`src/sv/umsfat_pkg.sv`:
```
// Shared types, constants and reciprocal factors for the Unix-time-to-calendar converter.
// No dependencies; every other file of the block but umsfat_if.sv imports this package.
`timescale 1ns / 1ps

package umsfat_pkg;

  typedef enum logic [1:0] {
    REG_UTC_OFFSET = 2'd0,
    REG_LIMIT_LOW  = 2'd1,
    REG_LIMIT_HIGH = 2'd2
  } reg_idx_e;

  localparam logic signed [11:0] UTC_OFFSET_RST = 12'sd0;
  localparam logic signed [11:0] LIMIT_LOW_RST  = -12'sd720;
  localparam logic signed [11:0] LIMIT_HIGH_RST = 12'sd840;

  localparam logic [15:0] MS_PER_MIN = 16'd60000;

  // Day 0 of year 65536, counted from 1970-01-01.
  localparam logic [24:0] DAYS_LIMIT = 25'd23217004;
  localparam logic [63:0] LIMIT_MS   = 64'(DAYS_LIMIT) * 64'd86400000;

  // Milliseconds per day is 84375 * 1024.
  localparam logic [16:0] DAY_FRAC  = 17'd84375;
  localparam int unsigned DAY_SHIFT = 41;
  localparam logic [24:0] DAY_RCP   = 25'((64'd1 << DAY_SHIFT) / 64'(DAY_FRAC));

  localparam logic [19:0] EPOCH_SHIFT = 20'd719468;
  localparam logic [17:0] ERA_DAYS    = 18'd146097;

  localparam int unsigned ERA_SH    = 44;
  localparam logic [26:0] ERA_RCP   =
    27'(((64'd1 << ERA_SH) + 64'(ERA_DAYS) - 64'd1) / 64'(ERA_DAYS));
  localparam int unsigned D1460_SH  = 29;
  localparam logic [18:0] D1460_RCP = 19'(((64'd1 << D1460_SH) + 64'd1459) / 64'd1460);
  localparam int unsigned D36524_SH  = 34;
  localparam logic [18:0] D36524_RCP =
    19'(((64'd1 << D36524_SH) + 64'd36523) / 64'd36524);
  localparam int unsigned D365_SH   = 27;
  localparam logic [18:0] D365_RCP  = 19'(((64'd1 << D365_SH) + 64'd364) / 64'd365);
  localparam int unsigned D100_SH   = 16;
  localparam logic [9:0]  D100_RCP  = 10'(((64'd1 << D100_SH) + 64'd99) / 64'd100);
  localparam int unsigned D153_SH   = 19;
  localparam logic [11:0] D153_RCP  = 12'(((64'd1 << D153_SH) + 64'd152) / 64'd153);

  localparam int unsigned MS1000_SH  = 37;
  localparam logic [27:0] MS1000_RCP = 28'(((64'd1 << MS1000_SH) + 64'd999) / 64'd1000);
  localparam int unsigned SEC60_SH   = 23;
  localparam logic [17:0] SEC60_RCP  = 18'(((64'd1 << SEC60_SH) + 64'd59) / 64'd60);
  localparam int unsigned MIN60_SH   = 17;
  localparam logic [11:0] MIN60_RCP  = 12'(((64'd1 << MIN60_SH) + 64'd59) / 64'd60);

  localparam logic [3:0]  MI_JAN       = 4'd10;
  localparam logic [15:0] FAT_YEAR_MIN = 16'd1980;
  localparam logic [15:0] FAT_YEAR_MAX = 16'd2107;
  localparam logic [31:0] FAT_FLOOR    = (32'd1 << 21) | (32'd1 << 16);
  localparam logic [31:0] FAT_CEIL     = (32'd127 << 25) | (32'd12 << 21) | (32'd31 << 16) |
                                         (32'd23 << 11) | (32'd59 << 5) | 32'd29;

  typedef struct packed {
    logic        neg;
    logic [26:0] mag;
    logic        bad;
  } off_cfg_t;

  typedef struct packed {
    logic        bad;
    logic [24:0] days;
    logic [26:0] dms;
  } split_t;

  typedef struct packed {
    logic [4:0] hour;
    logic [5:0] minute;
    logic [5:0] second;
    logic [9:0] millisecond;
  } tod_t;

  typedef struct packed {
    logic        bad;
    logic [16:0] yr;
    logic [3:0]  mi;
    logic [8:0]  doy;
  } civ_t;

  typedef struct packed {
    logic        valid_res;
    logic [15:0] year;
    logic [3:0]  month;
    logic [4:0]  day;
    logic [4:0]  hour;
    logic [5:0]  minute;
    logic [5:0]  second;
    logic [9:0]  millisecond;
    logic [31:0] fat_time;
  } res_t;

  // First day of each March-based month, counted from March 1.
  function automatic logic [8:0] mi_start(input logic [3:0] mi);
    logic [8:0] r;
    case (mi)
      4'd0:    r = 9'd0;
      4'd1:    r = 9'd31;
      4'd2:    r = 9'd61;
      4'd3:    r = 9'd92;
      4'd4:    r = 9'd122;
      4'd5:    r = 9'd153;
      4'd6:    r = 9'd184;
      4'd7:    r = 9'd214;
      4'd8:    r = 9'd245;
      4'd9:    r = 9'd275;
      4'd10:   r = 9'd306;
      4'd11:   r = 9'd337;
      default: r = 9'd0;
    endcase
    return r;
  endfunction

endpackage

```
`src/sv/umsfat_date.sv`:
```
// Stages 6 to 11 of the date path: days to era, year of era, day of year and month index.
// Depends on umsfat_pkg.
`timescale 1ns / 1ps

module umsfat_date (
  input  logic                clk_i,
  input  logic                rst_ni,
  input  logic                en_i,
  input  logic                vld_i,
  input  logic                bad_i,
  input  logic [24:0]         days_i,
  output logic                vld_o,
  output umsfat_pkg::civ_t    civ_o
);
  import umsfat_pkg::*;

  logic [5:0]  vld_q;
  logic [4:0]  bad_q;

  logic [25:0] s6_z;
  logic [52:0] s6_p;
  logic [25:0] s6_z_q;
  logic [7:0]  s6_era_q;

  logic [17:0] s7_doe_q;
  logic [7:0]  s7_era_q;

  logic [36:0] s8_pa;
  logic [36:0] s8_pb;
  logic        s8_c;
  logic [17:0] s8_t_d;
  logic [17:0] s8_t_q;
  logic [17:0] s8_doe_q;
  logic [7:0]  s8_era_q;

  logic [36:0] s9_p;
  logic [8:0]  s9_yoe_q;
  logic [17:0] s9_doe_q;
  logic [7:0]  s9_era_q;

  logic [18:0] s10_p;
  logic [17:0] s10_base;
  logic [8:0]  s10_doy_q;
  logic [16:0] s10_yr_q;

  logic [10:0] s11_n;
  logic [22:0] s11_p;
  logic [3:0]  s11_mi;
  civ_t        s11_d;
  civ_t        s11_q;

  assign s6_z = 26'(days_i) + 26'(EPOCH_SHIFT);
  assign s6_p = 53'(s6_z) * 53'(ERA_RCP);

  assign s8_pa  = 37'(s7_doe_q) * 37'(D1460_RCP);
  assign s8_pb  = 37'(s7_doe_q) * 37'(D36524_RCP);
  assign s8_c   = s7_doe_q == (ERA_DAYS - 18'd1);
  assign s8_t_d = s7_doe_q - 18'(s8_pa >> D1460_SH) + 18'(s8_pb >> D36524_SH) - 18'(s8_c);

  assign s9_p = 37'(s8_t_q) * 37'(D365_RCP);

  assign s10_p    = 19'(s9_yoe_q) * 19'(D100_RCP);
  assign s10_base = 18'(s9_yoe_q) * 18'd365 + 18'(s9_yoe_q >> 2) - 18'(s10_p >> D100_SH);

  always_comb begin
    s11_n     = {s10_doy_q, 2'b00} + 11'(s10_doy_q) + 11'd2;
    s11_p     = 23'(s11_n) * 23'(D153_RCP);
    s11_mi    = 4'(s11_p >> D153_SH);
    s11_d.bad = bad_q[4];
    s11_d.yr  = s10_yr_q + 17'(s11_mi >= MI_JAN);
    s11_d.mi  = s11_mi;
    s11_d.doy = s10_doy_q;
  end

  always_ff @(posedge clk_i or negedge rst_ni) begin
    if (!rst_ni) begin
      vld_q <= '0;
    end else if (en_i) begin
      vld_q <= {vld_q[4:0], vld_i};
    end
  end

  always_ff @(posedge clk_i) begin
    if (en_i) begin
      bad_q     <= {bad_q[3:0], bad_i};

      s6_z_q    <= s6_z;
      s6_era_q  <= 8'(s6_p >> ERA_SH);

      s7_doe_q  <= 18'(s6_z_q - 26'(s6_era_q) * 26'(ERA_DAYS));
      s7_era_q  <= s6_era_q;

      s8_t_q    <= s8_t_d;
      s8_doe_q  <= s7_doe_q;
      s8_era_q  <= s7_era_q;

      s9_yoe_q  <= 9'(s9_p >> D365_SH);
      s9_doe_q  <= s8_doe_q;
      s9_era_q  <= s8_era_q;

      s10_doy_q <= 9'(s9_doe_q - s10_base);
      s10_yr_q  <= 17'(s9_yoe_q) + 17'(s9_era_q) * 17'd400;

      s11_q     <= s11_d;
    end
  end

  assign vld_o = vld_q[5];
  assign civ_o = s11_q;

endmodule

```
`config.mk`:
```
export PLATFORM = sky130hd
export DESIGN_NAME = umsfat_date
export DESIGN_NICKNAME = d
export VERILOG_FILES = /design/src/sv/umsfat_pkg.sv /design/src/sv/umsfat_date.sv
export SDC_FILE = /design/constraint.sdc
export NUM_CORES = 2
export LEC_CHECK = 0
export BUFFER_PORTS_ARGS = -buffer_cell sky130_fd_sc_hd__buf_4
export CAP_MARGIN = 20
export CORE_ASPECT_RATIO = 1.4
export CORE_UTILIZATION = 32
export CTS_CLUSTER_SIZE = 8
export DETAILED_ROUTE_END_ITERATION = 8
export GPL_TIMING_DRIVEN = 0
export PLACE_DENSITY = 0.51
export SYNTH_ARGS = -nofsm -noshare
export SYNTH_HDL_FRONTEND = slang
export SYNTH_SLANG_ARGS = --single-unit
export TNS_END_PERCENT = 30
```
`constraint.sdc`:
```
create_clock -name clk_i -period 12.8 [get_ports clk_i]
set_input_delay 1.28 -clock clk_i [delete_from_list [all_inputs] [get_ports clk_i]]
set_output_delay 1.28 -clock clk_i [all_outputs]
set_load 0.005 [all_outputs]
```
== After elaboration in Yosys (flattened, before gate mapping) ==
Index checks and enable logic that the tools add are counted.

* Register bits: 181
* Logic and storage cells: 41
* Output and inout bits: 32

* $add $sub $neg: 12
* Order comparisons: 1
* Equal/unequal tests: 1
* $mul: 9

{| class="wikitable"
|+ Operator list
! kind !! count
|-
| multiplier 26 x 24 -> 49 bit (second input constant) || 1
|-
| multiplier 18 x 19 -> 37 bit (second input constant) || 1
|-
| multiplier 18 x 16 -> 34 bit (second input constant) || 1
|-
| multiplier 18 x 16 -> 33 bit (second input constant) || 1
|-
| adder 25 x 20 -> 26 bit (second input constant) || 1
|-
| multiplier 11 x 12 -> 23 bit (second input constant) || 1
|-
| adder 18 x 3 -> 18 bit || 1
|-
| == test 18 bit (second input constant) || 1
|-
| multiplier 8 x 18 -> 18 bit (second input constant) || 1
|-
| subtractor 18 x 1 -> 18 bit || 1
|-
| subtractor 18 bit || 1
|-
| subtractor 18 x 8 -> 18 bit || 1
|-
| adder 17 x 1 -> 17 bit || 1
|-
| adder 9 x 17 -> 17 bit || 1
|-
| multiplier 9 x 6 -> 15 bit (second input constant) || 1
|-
| multiplier 8 x 5 -> 13 bit (second input constant) || 1
|-
| adder 11 x 2 -> 11 bit (second input constant) || 1
|-
| adder 11 x 9 -> 11 bit || 1
|-
| adder 9 x 7 -> 9 bit || 1
|-
| multiplier 9 x 9 -> 9 bit (second input constant) || 1
|-
| subtractor 9 x 3 -> 9 bit || 1
|-
| subtractor 9 bit || 1
|-
| >= comparator 4 bit (second input constant) || 1
|}

== Logic depth before layout (Yosys ltp) ==
* Word-level depth: 5
* Gate-level depth with buffers: 33

== Worst setup path before layout ==
Ideal clock, no wire load.

* Path kind: input to register
* Start point: input port days_i[3]
* End point: register s6_era_q[7] (data pin)
* Data arrival time: 8.277 ns
* Setup slack: 4.257 ns
* Path buffers: 1
* Stages on the path: 29
* Cells stage by stage: clkbuf_1 inv_1 ha_1 nand2b_1 a21oi_1 o21ai_0 nand2_1 a21oi_1 o21ba_2 nor2b_1 xor2_1 ha_1 fa_1 ha_1 inv_1 fa_1 fa_1 fa_1 inv_1 fa_1 ha_1 nand4_1 nor2_1 and3_1 nand3_1 o2111a_1 o211a_1 o41ai_1 xnor2_1

* Word-level cells in the longest chain between the ends: 2

{| class="wikitable"
|+ RTL lines
! element !! RTL line !! RTL
|-
| start: declaration || umsfat_date.sv:11 || <nowiki>input logic [24:0] days_i,</nowiki>
|-
| adder 25 x 20 -> 26 bit || umsfat_date.sv:52 || <nowiki>assign s6_z = 26'(days_i) + 26'(EPOCH_SHIFT);</nowiki>
|-
| multiplier 26 x 24 -> 49 bit || umsfat_date.sv:53 || <nowiki>assign s6_p = 53'(s6_z) * 53'(ERA_RCP);</nowiki>
|-
| named net s6_p[51] || umsfat_date.sv:21 || <nowiki>logic [52:0] s6_p;</nowiki>
|-
| end signal: assignment || umsfat_date.sv:88 || <nowiki>s6_era_q <= 8'(s6_p >> ERA_SH);</nowiki>
|-
| end: declaration || umsfat_date.sv:23 || <nowiki>logic [7:0] s6_era_q;</nowiki>
|}

The timed path passes the listed nets, and every way through them passes these cells.
A chain may end at the register's enable or synchronous reset.

== Worst setup path after layout ==
* Start point: register s7_doe_q[13]
* End point: register s8_t_q[16] (data pin)

* Word-level cells in the longest chain between the ends: 4

{| class="wikitable"
|+ RTL lines
! element !! RTL line !! RTL
|-
| start: declaration || umsfat_date.sv:25 || <nowiki>logic [17:0] s7_doe_q;</nowiki>
|-
| start signal: assignment || umsfat_date.sv:90 || <nowiki>s7_doe_q <= 18'(s6_z_q - 26'(s6_era_q) * 26'(ERA_DAYS));</nowiki>
|-
| multiplier 18 x 16 -> 34 bit || umsfat_date.sv:55 || <nowiki>assign s8_pa = 37'(s7_doe_q) * 37'(D1460_RCP);</nowiki>
|-
| subtractor 18 x 8 -> 18 bit || umsfat_date.sv:58 || <nowiki>assign s8_t_d = s7_doe_q - 18'(s8_pa >> D1460_SH) + 18'(s8_pb >> D36524_SH) - 18'(s8_c);</nowiki>
|-
| adder 18 x 3 -> 18 bit || umsfat_date.sv:58 ||
|-
| subtractor 18 x 1 -> 18 bit (*) || umsfat_date.sv:58 ||
|-
| named net s8_t_d[16] || umsfat_date.sv:31 || <nowiki>logic [17:0] s8_t_d;</nowiki>
|-
| end signal: assignment || umsfat_date.sv:93 || <nowiki>s8_t_q <= s8_t_d;</nowiki>
|-
| end: declaration || umsfat_date.sv:32 || <nowiki>logic [17:0] s8_t_q;</nowiki>
|}

The timed path passes the listed nets; every way through them passes the cells marked *.

==> impl_metrics.env <==
export IMPL_fin_crit_sh=0.778
export IMPL_gp_congestion=0.895
export IMPL_synth_edf_count=175
export IMPL_critPathSlowestCell="edfxtp_1"
export IMPL_avgRoutedWirePerCell_um=16.6
export IMPL_synth_seq_cells=181
export IMPL_grt_max_degree=128
export IMPL_synth_nets=5306
export IMPL_drv_cap=0
export IMPL_min_period_ns=9.96
export IMPL_drt_total_wl_um=89700
export IMPL_worstMarginPinSlew_ns=1.11
export IMPL_clk_pin_slew_ns=0.08
export IMPL_cts_root_buf="clkbuf_16"
export IMPL_io_buffers=61
export IMPL_io_pins=62
export IMPL_dieArea_um2=126000
export IMPL_hold_viol_final=0
export IMPL_antenna_found_initial=3
export IMPL_skew_ns=0.0190
export IMPL_dieHeight_um=419
export IMPL_min_path_type="flip-flop to flip-flop"
export IMPL_clk_latency_ns=0.48
export IMPL_cts_buffer_depth=2
export IMPL_vias=24187
export IMPL_nFillCells=12484
export IMPL_synthFlopType="edfxtp_1"
export IMPL_syn_area_per_cell_um2=10.8
export IMPL_dpl_hpwl_um=80900
export IMPL_remaining_drc_errors=0
export IMPL_first_pass_iters=7
export IMPL_async_flop_share=0.0331
export IMPL_overflow=0
export IMPL_antenna_cells=0
export IMPL_critPathTopFamily="adder cells"
export IMPL_endpoint_kind="flip-flop"
export IMPL_whs_ns=0.410
export IMPL_critical_path_max_fanout=11
export IMPL_cts_tree="done"
export IMPL_timing_fmax_mhz=100
export IMPL_post_cts_resize_count=0
export IMPL_h_tree_depth=4
export IMPL_ys_seq_area_frac=0.136
export IMPL_slew_headroom=0.253
export IMPL_rsz0062_at_grt="no"
export IMPL_crit_top_cell="fa_1"
export IMPL_area_delta_synth_final_pct=7.90
export IMPL_synth_warnings=0
export IMPL_cp_start_kind="flip-flop"
export IMPL_dpl_instance_area_um2=42300
export IMPL_synth_cell_types=66
export IMPL_core_area_um2=123000
export IMPL_die_w_um=300
export IMPL_critPathKind="flip-flop to flip-flop"
export IMPL_clkSinkCount=181
export IMPL_postCtsSetupBuffers=0
export IMPL_grt_usage=0.151
export IMPL_finalNetCount=5389
export IMPL_crit_buf_inv=4
export IMPL_max_stage_delay_ns=0.87
export IMPL_cts_buffers=17
export IMPL_critPathRequiredTime_ns=13.02
export IMPL_ant_nets=0
export IMPL_final_area_um2=42900
export IMPL_synthesis_instances=3680
export IMPL_netlist_area_um2=39800
export IMPL_cp_arrival_ns=10.18
export IMPL_setup_violations=0
export IMPL_ctsHoldBuffers=0
export IMPL_outcome="finished, final reports clean"
export IMPL_drtIter0Drc=739
export IMPL_num_rows=152
export IMPL_drive_gt1_frac=0.0302
export IMPL_setup_tns_final_ns=0
export IMPL_drv_slew=0
export IMPL_grt_pass1_vias=27142
export IMPL_vias_per_cell=4.48
export IMPL_grt_pass1_wl_um=146000
export IMPL_start_util=0.323
[per-stage QoR]
stage / instances / setup WS (ns) / util
finish: 5393 / 2.84 / 0.349
CTS: 5392 / 2.47 / 0.349
global placement: 5358 / 2.50 / 0.344
detailed placement: 5360 / 2.50 / 0.344
global route: 5393 / 2.35 / 0.349
floorplan: 3680 / 4.26 / -
[synth_stat cells, types with 6 or more instances]
cell       instances  area share
a2111oi_0          9      0.0020
a211o_1            6      0.0013
a211oi_1           8      0.0015
a21o_1            46      0.0087
a21oi_1           94       0.012
a31oi_1           15      0.0024
and2_1             6     0.00094
and3_1            14      0.0022
dfrtp_1            6      0.0038
edfxtp_1         175        0.13
fa_1             673        0.34
ha_1             923        0.29
inv_1           1097        0.10
mux2_2             6      0.0017
nand2_1           65      0.0061
nand2b_1           6     0.00094
nand3_1           38      0.0048
nand4_1           18      0.0028
nor2_1            75      0.0071
nor2b_1           12      0.0019
nor3_1            31      0.0039
o211ai_1          14      0.0026
o21a_1            16      0.0030
o21ai_0           38      0.0048
o21bai_1          15      0.0028
or3_1             12      0.0019
xnor2_1          126       0.028
xor2_1            59       0.013
[logic make-up (layout without fill, tap and decap cells)]
logic type / Yosys count / count (layout) / share of synthesized area
AND/OR/NAND/NOR: 301 / 301 / 0.0373
adder cells (fa/ha/maj): 1596 / 1596 / 0.629
AO/OA/AOI/OAI: 308 / 308 / 0.0511
XOR/XNOR: 185 / 185 / 0.0407
flip-flops: 181 / 181 / 0.136
multiplexers: 10 / 10 / 0.00283
buffers and inverters: 1099 / 1195 / 0.104
[final timing paths]
kind,from,end,slack (ns),cells past startpoint
min in group asynchronous,rst_ni,vld_q[0]$_DFFE_PN0P_,0.59,1
worst max register to register,s7_doe_q[13]$_DFFE_PP_,s8_t_q[16]$_DFFE_PP_,2.84,28
worst min register to register,s8_doe_q[1]$_DFFE_PP_,s9_doe_q[1]$_DFFE_PP_,0.41,0
worst min-delay path,s8_doe_q[1]$_DFFE_PP_,s9_doe_q[1]$_DFFE_PP_,0.41,0
worst max-delay path,s7_doe_q[13]$_DFFE_PP_,s8_t_q[16]$_DFFE_PP_,2.84,28
max in group asynchronous,rst_ni,vld_q[4]$_DFFE_PN0P_,12.09,1
[registers in the layout, summed over array words and instances (netlist names)]
register,count
s8_doe_q,9
s8_t_q,18
s9_era_q,8
civ_o,31
s6_era_q,8
s10_doy_q,9
s7_era_q,8
bad_q,5
s6_z_q,18
s7_doe_q,18
vld_q,6
s9_yoe_q,9
s10_yr_q,17
s8_era_q,8
s9_doe_q,9
[routing by layer]
metal,global-route usage,vias up,routed length (um)
met5,0,-,0
met4,0.0547,0,3310
met3,0.00985,116,963
met2,0.302,220,50300
met1,0.164,12048,35100
li1,-,11803,-
[cell type report]
| cell class | instances | area, um2 | share of cell area |
|---|---|---|---|
| tap | 1617 | 2020 | 0.0471 |
| multi-input combinational | 2400 | 30300 | 0.705 |
| inverter | 1097 | 4120 | 0.0959 |
| clock inverter | 9 | 83.8 | 0.00195 |
| timing repair buffer | 64 | 548 | 0.0128 |
| clock buffer | 23 | 489 | 0.0114 |
| sequential | 181 | 5410 | 0.126 |
| buffer | 2 | 7.51 | 0.000175 |
[placed cells by master, fill, tap and decap left out, drive strengths merged, types with 15 or more instances in the layout]
master / netlist / layout
nor2: 75 / 75
nand4: 18 / 18
fa: 673 / 673
edfxtp: 175 / 175
o21ai: 40 / 40
o21a: 16 / 16
o21bai: 15 / 15
buf: 0 / 64
a31oi: 15 / 15
xnor2: 126 / 126
clkbuf: 2 / 25
nor3: 31 / 31
a21o: 46 / 46
nand2: 65 / 65
a21oi: 96 / 96
xor2: 59 / 59
inv: 1097 / 1103
ha: 923 / 923
nand3: 38 / 38
Power is left out: the tool's default activity adds up to more than one toggle a clock period on the data nets, which glitch-free logic cannot reach.
